### src/fps_pkg.sv
// shared types and constants for the frame percentile selector
`timescale 1ns / 1ps
package fps_pkg;

  localparam int unsigned PctW   = 14;
  localparam int unsigned DataW  = 32;
  localparam int unsigned CfgW   = 14;
  localparam logic [PctW-1:0] PctFull  = 14'd10000;
  localparam logic [PctW-1:0] PctReset = 14'd5000;

  // configuration register indexes
  typedef enum logic {
    CFG_PERCENTILE  = 1'b0,
    CFG_INTERPOLATE = 1'b1
  } cfg_idx_e;

  // controller states
  typedef enum logic [3:0] {
    ST_IDLE,
    ST_SHIFT_RD,
    ST_SHIFT_CMP,
    ST_PLACE,
    ST_PROD,
    ST_DIV,
    ST_RD_LO,
    ST_RD_HI,
    ST_BLEND_MUL,
    ST_BLEND_DIV,
    ST_OUT
  } state_e;

  // controller to datapath
  typedef struct packed {
    logic load_sample;   // capture input sample and flags
    logic rd_prev;       // read entry pos-1
    logic wr_shift;      // write entry pos with read data, pos--
    logic wr_place;      // write sample at pos, count++
    logic drop;          // store full, set overflow
    logic start_prod;    // compute p*(n-1)
    logic div_start;     // start divider
    logic rd_lo;         // read floor entry
    logic rd_hi;         // read next entry
    logic start_mul;     // compute r*(hi-lo)
    logic blend_start;   // start signed divide of blend
    logic load_out;      // capture result
    logic clear_frame;   // reset count and overflow
  } ctrl_t;

  // datapath to controller
  typedef struct packed {
    logic pos_zero;
    logic prev_gt;
    logic full;
    logic is_last;
    logic interp;
    logic div_done;
  } stat_t;

endpackage

### src/fps_ctrl.sv
// controller state machine for insertion and percentile selection
`timescale 1ns / 1ps
module fps_ctrl (
  input  logic           clk_i,
  input  logic           rst_ni,
  input  logic           in_valid_i,
  output logic           in_stall_o,
  output logic           out_valid_o,
  input  logic           out_stall_i,
  input  fps_pkg::stat_t stat_i,
  output fps_pkg::ctrl_t ctrl_o
);
  fps_pkg::state_e state_q, state_d;
  logic started_q, started_d;

  always_ff @(posedge clk_i or negedge rst_ni) begin
    if (!rst_ni) begin
      state_q <= fps_pkg::ST_IDLE; started_q <= 1'b0;
    end else begin
      state_q <= state_d; started_q <= started_d;
    end
  end

  // next state
  always_comb begin
    state_d = state_q;
    started_d = 1'b0;
    unique case (state_q)
      fps_pkg::ST_IDLE:
        if (in_valid_i) state_d = fps_pkg::ST_SHIFT_RD;
      fps_pkg::ST_SHIFT_RD:
        if (stat_i.full) state_d = stat_i.is_last ? fps_pkg::ST_PROD : fps_pkg::ST_IDLE;
        else if (stat_i.pos_zero) state_d = fps_pkg::ST_PLACE;
        else state_d = fps_pkg::ST_SHIFT_CMP;
      fps_pkg::ST_SHIFT_CMP:
        state_d = stat_i.prev_gt ? fps_pkg::ST_SHIFT_RD : fps_pkg::ST_PLACE;
      fps_pkg::ST_PLACE:
        state_d = stat_i.is_last ? fps_pkg::ST_PROD : fps_pkg::ST_IDLE;
      fps_pkg::ST_PROD: state_d = fps_pkg::ST_DIV;
      fps_pkg::ST_DIV: begin
        started_d = 1'b1;
        if (started_q && stat_i.div_done) state_d = fps_pkg::ST_RD_LO;
      end
      fps_pkg::ST_RD_LO: state_d = fps_pkg::ST_RD_HI;
      fps_pkg::ST_RD_HI:
        state_d = stat_i.interp ? fps_pkg::ST_BLEND_MUL : fps_pkg::ST_OUT;
      fps_pkg::ST_BLEND_MUL: state_d = fps_pkg::ST_BLEND_DIV;
      fps_pkg::ST_BLEND_DIV: begin
        started_d = 1'b1;
        if (started_q && stat_i.div_done) state_d = fps_pkg::ST_OUT;
      end
      fps_pkg::ST_OUT:
        if (!out_stall_i) state_d = fps_pkg::ST_IDLE;
      default: state_d = fps_pkg::ST_IDLE;
    endcase
  end

  // outputs
  always_comb begin
    ctrl_o      = '0;
    in_stall_o  = 1'b1;
    out_valid_o = 1'b0;
    unique case (state_q)
      fps_pkg::ST_IDLE: begin
        in_stall_o = 1'b0;
        ctrl_o.load_sample = in_valid_i;
      end
      fps_pkg::ST_SHIFT_RD: begin
        ctrl_o.drop = stat_i.full;
        ctrl_o.rd_prev = !stat_i.full && !stat_i.pos_zero;
      end
      fps_pkg::ST_SHIFT_CMP: ctrl_o.wr_shift = stat_i.prev_gt;
      fps_pkg::ST_PLACE:     ctrl_o.wr_place = 1'b1;
      fps_pkg::ST_PROD:      ctrl_o.start_prod = 1'b1;
      fps_pkg::ST_DIV:       ctrl_o.div_start = !started_q;
      fps_pkg::ST_RD_LO:     ctrl_o.rd_lo = 1'b1;
      fps_pkg::ST_RD_HI:     ctrl_o.rd_hi = 1'b1;
      fps_pkg::ST_BLEND_MUL: ctrl_o.start_mul = 1'b1;
      fps_pkg::ST_BLEND_DIV: begin
        ctrl_o.blend_start = !started_q;
        ctrl_o.load_out = started_q && stat_i.div_done;
      end
      fps_pkg::ST_OUT: begin
        out_valid_o = 1'b1;
        ctrl_o.clear_frame = !out_stall_i;
      end
      default: ;
    endcase
    // nearest mode: the floor entry sits in the read register now
    if (state_q == fps_pkg::ST_RD_HI && !stat_i.interp) ctrl_o.load_out = 1'b1;
  end
endmodule

### config.mk
export PLATFORM = sky130hd
export DESIGN_NAME = fps_ctrl
export DESIGN_NICKNAME = d
export VERILOG_FILES = /design/src/fps_pkg.sv /design/src/fps_ctrl.sv
export SDC_FILE = /design/constraint.sdc
export NUM_CORES = 1
export LEC_CHECK = 0
export BUFFER_PORTS_ARGS = -buffer_cell sky130_fd_sc_hd__buf_2
export CAP_MARGIN = 40
export CORE_AREA = 2 2 43 45
export DETAILED_ROUTE_END_ITERATION = 8
export DIE_AREA = 0 0 45 47
export PLACE_DENSITY = 0.67
export SYNTH_ARGS = -nofsm -noshare
export SYNTH_HDL_FRONTEND = slang
export SYNTH_SLANG_ARGS = --single-unit
### constraint.sdc
create_clock -name clk_i -period 1.2 [get_ports clk_i]
set_input_delay 0.36 -clock clk_i [delete_from_list [all_inputs] [get_ports clk_i]]
set_output_delay 0.36 -clock clk_i [all_outputs]
set_load 0.01 [all_outputs]
* Word level (Yosys, flattened, before mapping)
Cells that the tools add are included.
Storage, ports and cells: register bits 5, latch bits 0, memory bits (writable) 0, ROM bits 0, bits of input ports 10, output and inout port bits 15, logic and storage cells 53, memories 0
Operators by class: add/sub/neg operators 0, multiply operators 0, div/mod/pow operators 0, $lt $le $gt $ge 0, equality and inequality tests 14, shift operators 0, mux-type cells 26, bitwise operators 0, reductions and logical operators 11
Operators by type and width (count):
- one-hot mux 4 bit (11 select lines) | 1
- equality test 4 x 3 -> 1 bit, second input constant | 4
- 2-to-1 mux 1 bit | 16
- 2-to-1 mux 4 bit | 4
- equality test 4 bit, second input constant | 3
- equality test 4 x 2 -> 1 bit, second input constant | 2
- != test 2 bit, second input constant | 4
- 2-to-1 mux 2 bit | 3
- 2-to-1 mux 3 bit | 2
- logical NOT 1 bit | 5
- equality test 4 x 1 -> 1 bit, second input constant | 1
- logical NOT 4 bit | 1
- AND reduction 4 bit | 1
- logical AND 1 bit | 3
- OR reduction 2 bit | 1

* Longest topological paths before layout
word-level depth 3, gate-level depth with buffers 5, mapped depth without buffers 4

* Least setup slack after synthesis
No wires, ideal clock.
kind flip-flop to output port, start point register state_q[1], end point output port ctrl_o[11] (netlist bit), arrival time 1099 ps, required time 840 ps, path slack -259 ps, cell stages (with the launch flop) 3, path buffers 0, cells stage by stage dfrtp_1 nand2b_1 nor4b_1
RTL lines:
- start, declared | RTL line fps_ctrl.sv:13 | fps_pkg::state_e state_q, state_d;
- start signal, assigned | RTL line fps_ctrl.sv:20 | state_q <= state_d; started_q <= started_d;
- end, declared | RTL line fps_ctrl.sv:11 | output fps_pkg::ctrl_t ctrl_o

==> results.cfg <==
[placed_design]
gp_congestion = 0.7820
dp_hpwl_um = 1193
io_buffers = 24

[routing]
first_pass_iters = 4
dr.first_iter.drc_count = 3
vias = 616
drtAntennaViolNets = 0
drc = 0
post_drt_wl_per_cell_um = 13.78
drt_wl_total_um = 1723
viasPerCell = 4.928

[grt]
antenna_found_initial = 0
grtUsageTotal = 0.1707
grt_overflow_total = 0
grt_max_degree = 8
grt_pass1_vias = 591
grt_pass1_wl_um = 2539

[logic_synthesis]
syn_area_um2 = 470.5
yosys-top-cells-area = dfrtp_1, nor3_1, buf_6, nand2b_4, nand2_1
syn_inst = 57
synth_top_area_frac = 0.2660
ys.flop_type = dfrtp_1
synthXorXnorAreaFrac = 0
synth_edf_count = 0
synth_common_cells = nor3_1, nand2_1, nor2_1
synth_most_common_cell = nor3_1
synth_compound_area_frac = 0.1915
synthSimpleGateAreaFrac = 0.4468
syn_nets = 67
synth-seq-area-share = 0.2660
async_flop_share = 1.000
synth_top_area_cell = dfrtp_1
synth_adder_area_share = 0
synth_top_family_by_area = simple AND/OR/NAND/NOR gates
syn_avg_cell_area_um2 = 8.254
yosys_warnings = 0
synth_cell_type_count = 28
synth-seq-cells = 5
synth.mux.area_fraction = 0

[floorplan]
io_pins = 25
fp.coreArea_um2 = 1652
core.rowCount = 15
die_w_um = 45
die-area_um2 = 2115
initial_core_util = 0.2848
die_h_um = 47

[final_layout]
postLayoutCoreUtil = 0.6045
final_nets = 119
num-fill-cells = 146
area_delta_synth_final_pct = 112.2
n_antenna_cell = 0
layout-drive-gt1-share = 0.7963

[pwr]
pwr-share-comb = 0.767
totalPowerFinal_mw = 2.586
p_sw_mw = 1.137
peakVddDrop_v = 0.001450
power_leakage_nw = 0.4696
intPower_mw = 1.450
p_per_area_nw_per_um2 = 2590
clkPwrFrac = 0.076
p_seq_frac = 0.157
swShare = 0.4395

[sta]
finalCritPeriodShare = 1.376
setup_slack_ns = -0.4507
worst_slew_pin_slew_ns = 0.3328
setup_violations = 17
drv_slew = 0
fin_crit_ns = 1.651
rsz0062_at_grt = true
fin_skew_ns = 0.0008928
setup_tns_ns = -5.821
final_hold_viol_count = 0
max_freq_mhz = 605.8
max_slew_margin = 0.7767

[worst_setup_path]
crit_buf_inv = 1
crit_path_end_kind = output pin
crit_fanout = 5
r2r_start = state_q[0]$_DFFE_PN0P_
worst-endpoint-required_ns = 0.84
rrSetupSlack_ns = -0.21
worst_ep_arrival_time_ns = 1.29
critPathMaxStageDelay_ns = 0.41
crit_chain = nand2b_4, nor4b_4, buf_2
crit_type = reg2out
crit_family = simple AND/OR/NAND/NOR gates
rr_endpoint = state_q[1]$_DFFE_PN0P_
start_kind = flop
crit_slowest_cell = dfrtp_1
reg2reg_depth = 5

[cts]
cts-root-buf = clkbuf_4
cts_sinks = 5
clkLatencyLatePin_ns = 0.24
h-tree-depth = 1
cts_tree = yes
numCtsBuffers = 3
cts.clk_slew.worst_paths_ns = 0.04
max-clock-path-buffers = 2

[min_path]
hold_end = state_q[1]$_DFFE_PN0P_
hold_depth = 3
hold_start = out_stall_i
hold_path_class = in2reg

[run_status]
status = complete, but fails checks
violations = setup timing

[run]
cap_violations = 0
registers in the layout, summed over array words and instances, names as in the netlist:
register   flops
started_q      1
state_q        4
cell families after synthesis:
family	after synthesis
buffers and inverters	5
AND/OR/NAND/NOR	35
flip-flops	5
AO/OA/AOI/OAI	12
layout by cell type, fill, tap and decap left out, drive strengths merged, types with 2 or more instances in the layout:
| master | instances |
|---|---|
| a21oi | 2 |
| a31oi | 2 |
| buf | 50 |
| clkbuf | 4 |
| dfrtp | 5 |
| nand2 | 7 |
| nand2b | 5 |
| nor2 | 8 |
| nor3 | 9 |
| nor4b | 2 |
| o21ai | 2 |
power by group through the flow:
stage / Combinational (mW) / Clock [mW] / Sequential [mW]
floorplan: 1.08 / 0 / 0.310
global placement: 1.58 / 0 / 0.366
detailed placement: 1.60 / 0 / 0.370
CTS: 1.74 / 0.202 / 0.387
global route: 2.13 / 0.218 / 0.419
finish: 1.98 / 0.196 / 0.405
stage by stage:
stage	std cells	setup slack, ns	hold slack (ns)	instance area, µm²
finish	125	-0.4507	0.4489	998.5
global route	125	-0.5268	0.4628	998.5
CTS	123	-0.4412	0.3798	917.1
detailed placement	115	-0.2249	0.1827	822.0
global placement	115	-0.2017	0.1794	822.0
floorplan	57	-0.06763	0.06441	568.0
worst max path at each step:
stage,start,end,slack (ns),cells after the start
2_1_floorplan,state_q[1]$_DFFE_PN0P_,ctrl_o[11],-0.07,2
3_3_place_gp,state_q[3]$_DFFE_PN0P_,ctrl_o[8],-0.20,3
3_5_place_dp,state_q[0]$_DFFE_PN0P_,ctrl_o[11],-0.22,3
4_1_cts,state_q[2]$_DFFE_PN0P_,ctrl_o[11],-0.44,4
5_1_grt,state_q[0]$_DFFE_PN0P_,ctrl_o[11],-0.53,3
6_report,state_q[1]$_DFFE_PN0P_,ctrl_o[11],-0.45,3
worst min-delay path: stages:
cell,delay (ns)
buf_2,0.13
nand2_1,0.10
o31ai_4,0.06
cell type report:
| type | instances | area [µm²] | area share |
|---|---|---|---|
| multi-input cells | 47 | 451.7 | 0.4524 |
| repair buffers | 51 | 367.9 | 0.3684 |
| flip-flops and latches | 5 | 127.6 | 0.1278 |
| clock buffers | 4 | 26.28 | 0.02632 |
| well taps | 17 | 21.27 | 0.02130 |
| inverters | 1 | 3.754 | 0.003759 |
what timing repair did:
item / 4_1_cts / 5_1_grt
setup buffers: 3 / 2
resized for setup: 11 / 16
pin swaps: 2 / 6
hold buffers: 1 / 0
endpoints found under the hold margin: 5 / 0
endpoints found under the setup margin: 18 / 19
per-layer routing:
metal	part of all wire	up-vias	wire length, µm	global-route usage
met3	0.056	0	96	0.06538
met2	0.56	26	962	0.3171
met4	0	0	0	0.01765
li1	-	305	-	-
met1	0.39	285	665	0.1916
met5	0	-	0	0
Power figures use the tool's default switching activity.
